## src/rtl/iad_pkg.sv

```systemverilog
package iad_pkg;

  localparam int unsigned W  = 64;
  localparam int unsigned HL = W / 2;
  localparam int unsigned HU = W - HL;

  typedef enum logic [7:0] {
    OP_ADD = 8'h01,
    OP_SUB = 8'h02,
    OP_MUL = 8'h03,
    OP_DIV = 8'h04,
    OP_MOD = 8'h05,
    OP_SHL = 8'h10,
    OP_OR  = 8'h11,
    OP_AND = 8'h12,
    OP_XOR = 8'h13,
    OP_CMP = 8'h14
  } op_e;

  typedef struct packed {
    logic [7:0]    cmd;
    logic [W-1:0]  rem;
    logic [W-1:0]  quo;
    logic [W-1:0]  dvs;
    logic          neg_q;
    logic          neg_r;
    logic          dz;
    logic [W-1:0]  res;
    logic [W-1:0]  p0;
    logic [HU-1:0] p12;
  } cell_t;

endpackage

```

## src/rtl/iad_cell.sv

```systemverilog
module iad_cell (
  input  logic           clk_i,
  input  logic           rst_ni,
  input  logic           en_i,
  input  logic           vld_i,
  input  iad_pkg::cell_t d_i,
  output logic           vld_o,
  output iad_pkg::cell_t q_o
);
  import iad_pkg::*;

  logic [W:0]   trial;
  logic [W-1:0] shifted;
  logic         ge;
  cell_t        d;
  logic         vld_q;
  cell_t        q_q;

  // one restoring divide step per cell
  assign shifted = {d_i.rem[W-2:0], d_i.quo[W-1]};
  assign trial   = {d_i.rem, d_i.quo[W-1]} - {1'b0, d_i.dvs};
  assign ge      = !trial[W];

  always_comb begin
    d     = d_i;
    d.rem = ge ? trial[W-1:0] : shifted;
    d.quo = {d_i.quo[W-2:0], ge};
  end

  always_ff @(posedge clk_i or negedge rst_ni) begin
    if (!rst_ni) begin
      vld_q <= 1'b0;
    end else if (en_i) begin
      vld_q <= vld_i;
    end
  end

  always_ff @(posedge clk_i) begin
    if (en_i) begin
      q_q <= d;
    end
  end

  assign vld_o = vld_q;
  assign q_o   = q_q;

endmodule

```

## config.mk

```make
export PLATFORM = sky130hd
export DESIGN_NAME = iad_cell
export DESIGN_NICKNAME = d
export VERILOG_FILES = /design/src/rtl/iad_pkg.sv /design/src/rtl/iad_cell.sv
export SDC_FILE = /design/constraint.sdc
export NUM_CORES = 1
export LEC_CHECK = 0
export BUFFER_PORTS_ARGS = -buffer_cell sky130_fd_sc_hd__buf_4
export CORE_AREA = 2 2 281 283
export CTS_CLUSTER_SIZE = 30
export DETAILED_ROUTE_END_ITERATION = 10
export DIE_AREA = 0 0 283 285
export HOLD_SLACK_MARGIN = 0.02
export PLACE_DENSITY = 0.52
export SETUP_SLACK_MARGIN = 0.15
export SYNTH_ARGS = -nofsm -noshare
export SYNTH_HDL_FRONTEND = slang
export SYNTH_SLANG_ARGS = --single-unit
```

## constraint.sdc

```tcl
create_clock -name clk_i -period 1.1 [get_ports clk_i]
set_input_delay 0.165 -clock clk_i [delete_from_list [all_inputs] [get_ports clk_i]]
set_output_delay 0.165 -clock clk_i [all_outputs]
set_load 0.02 [all_outputs]
```

==> results.cfg <==
[logic_synthesis]
synth-seq-area-share = 0.678
yosysWarnings = 0
async_flop_share = 0.00275
synth_area_sq_mm = 0.0161
ys_ff_latch = 364
synth.mux.area_fraction = 0.0414
netlist.top_cell.by_area = edfxtp_1
synth_edf_count = 363
synth-adder-area-share = 0.0509
syn-num-nets = 1560
synth-compound-area-share = 0.0974
synth_xor_xnor_area_share = 0.0293
synth_top_area_share = 0.676
ys.flop_type = edfxtp_1
synth_cells = 1128
synth_top_family_by_area = compound AO/OA/AOI/OAI gates
yosys.area_share.simple = 0.0710
yosys-top-cells-area = edfxtp_1, ha_1, mux2_2
synth_area_per_cell_sq_um = 14.3
synth_cell_types = 76

[floorplanning]
rows = 103
start_util = 0.207
coreArea_sq_mm = 0.0780
die_h_um = 285
dieWidth_um = 283
dieArea_sq_mm = 0.0807
boundaryPins = 731

[power]
seqPwrFrac = 0.384
switchingPower_mw = 13.1
combPwrFrac = 0.292
ir_drop_mv = 1.08
switching_share = 0.284
p_clk_frac = 0.324
power_leakage_nw = 13.9
p_per_area_mw_per_mm2 = 1410
power.internal_mw = 32.9

[timing]
rsz0062_at_grt = true
worst_pin_slew_ns = 0.574
final.setup.tns_ns = -155.02
timing.hold.ws_ns = 0.0599
worst_slack_ns = -1.48
slew_violations = 0
timing_hold_violations_final = 0
slew_headroom = 0.613
period_share = 2.35
setup_viol = 429
fin_crit_ns = 2.58
skew_ns = 0
fmax_mhz = 388

[layout]
final_cell_mix = buf_4, buf_6, edfxtp_1
layout.nets = 2957
drive_above_1_share = 0.492
area_growth_pct = 102
final_common_cell = buf_4

[drt]
wl_per_cell_um = 21.6
drc = 0
num_vias = 15200
drt-pass1-iter-count = 6
drt_iter0_drc = 872
ant_nets = 0
viasPerCell = 4.22
drt-total-wl_um = 77800

[setup_path]
cp.arrival_ns = 2.90
end_kind = register
worstPathMaxFanout = 7
cpPeakStageDelay_ns = 0.37
crit_family = compound AO/OA/AOI/OAI gates
critPathKind = input pin to register
start_kind = input pin
path_cells = buf_8, inv_12, ha_4, fa_2, nor2b_4, o211ai_1, a21o_2, o22ai_4, o21ai_4, a211oi_2, o211ai_1, and3_4, inv_8, buf_12, buf_12, mux2_4
worstPathRequired_ns = 1.42
cp_num_buf_inv = 5
slowest_stage = fa_2

[clock_network]
cts_tree = yes
cts_sinks = 364
cts_max_level = 2
insertion_delay_ns = 0.57
clockBufferDepth = 3
numCtsBuffers = 46
root_buffer = clkbuf_16
path_clk_slew_ns = 0.06

[global_routing]
first_global_vias = 16100
grt_overflow = 0
met1_usage = 0.223
grt_pass1_wl_um = 111000
grt_start_max_net_pins = 45
antenna_found_initial = 16
grt_util_met3 = 0.0661
track_usage = 0.185
busiest_layer = met2
met2_usage = 0.313

[status]
failed_checks = setup timing
outcome = finished, violations left

[worst_hold_path]
hp-class = input pin to register

[place]
place.gp.congestion = 0.922
dp_hpwl_um = 59600
io_buffers = 730

[job]
maxCapViolations = 0
## repair_timing
item | 4_1_cts | 5_1_grt
resized for setup | 463 | 69
pin swaps | 30 | 23
hold buffers | 355 | 1
gates cloned | 1 | 1
hold endpoints to repair | 354 | 1
buffers inserted | 13 | 9
endpoints found under the setup margin | 429 | 429
## path summary, 6_finish.rpt
path | startpoint | end | cells after the start | slack [ns]
worst max-delay path | d_i[290] | q_o[348]$_DFFE_PP_ | 16 | -1.48
worst min-delay path | en_i | q_o[121]$_DFFE_PP_ | 2 | 0.06
worst max register to register | vld_o$_DFFE_PN0P_ | vld_o$_DFFE_PN0P_ | 1 | 0.34
worst min register to register | vld_o$_DFFE_PN0P_ | vld_o$_DFFE_PN0P_ | 1 | 0.53
max in group asynchronous | rst_ni | vld_o$_DFFE_PN0P_ | 3 | 0.53
min in group asynchronous | rst_ni | vld_o$_DFFE_PN0P_ | 3 | 0.46
## metal layers
metal,vias up,routed length [um],share of wire
met1,7485,31900,0.41
met2,556,37500,0.48
met4,10,1870,0.024
li1,7072,-,-
met5,-,60,0.00077
met3,105,6540,0.084
## stage by stage
stage,std cells,power (mW),setup WS (ns),instance area [sq um],util
6_report,3609,46.0,-1.48,32500,0.417
3_5_place_dp,3147,28.2,-2.38,25100,0.322
5_1_grt,3608,47.8,-1.56,32500,0.417
3_3_place_gp,3147,28.2,-2.29,25100,0.322
2_1_floorplan,1128,22.2,-1.95,16400,-
4_1_cts,3597,46.2,-1.50,32100,0.412
## sequential cells by signal, indices dropped and copies added, names as in the netlist
| name | cells |
|---|---|
| vld_o | 1 |
| q_o | 363 |
## power groups by stage
stage	Sequential [mW]	Combinational [mW]	Clock, mW
floorplan	19.3	2.99	0
finish	17.7	13.5	14.9
CTS	17.6	13.1	15.4
global route	17.8	14.2	15.9
detailed placement	17.6	10.6	0
global placement	17.7	10.6	0
## logic make-up after synthesis
| group | after synthesis |
|---|---|
| DFF | 364 |
| AOI/OAI and AO/OA | 240 |
| and+or+nand+nor | 222 |
| buffers and inverters | 123 |
| adders and majority gates | 65 |
| muxes | 60 |
| xor gates and xnor gates | 54 |
## cells in the mapped netlist (all sizes together), types with 5 or more instances
master,n
o31ai,6
o211ai,5
o21ai,44
nand4,22
ha,64
or2,5
a31o,5
xor2,22
nor2b,13
a211oi,7
nor3,14
o21bai,13
o21a,9
xnor2,32
and3,10
and4,5
inv,88
nand2b,8
nor2,46
a21oi,80
clkbuf,21
mux2i,9
nand2,67
edfxtp,363
buf,14
a21o,32
mux2,51
a31oi,10
nand3,11
## layout make-up
type / instances / area (sq um)
multi-input cells: 641 / 5500
clock inverters: 24 / 240
fillers: 7151 / 45400
clock buffers: 57 / 1210
well taps: 1050 / 1310
flip-flops and latches: 364 / 10900
diodes: 1 / 2.50
inverters: 88 / 365
repair buffers: 1384 / 13000
Power figures use the tool's default switching activity.
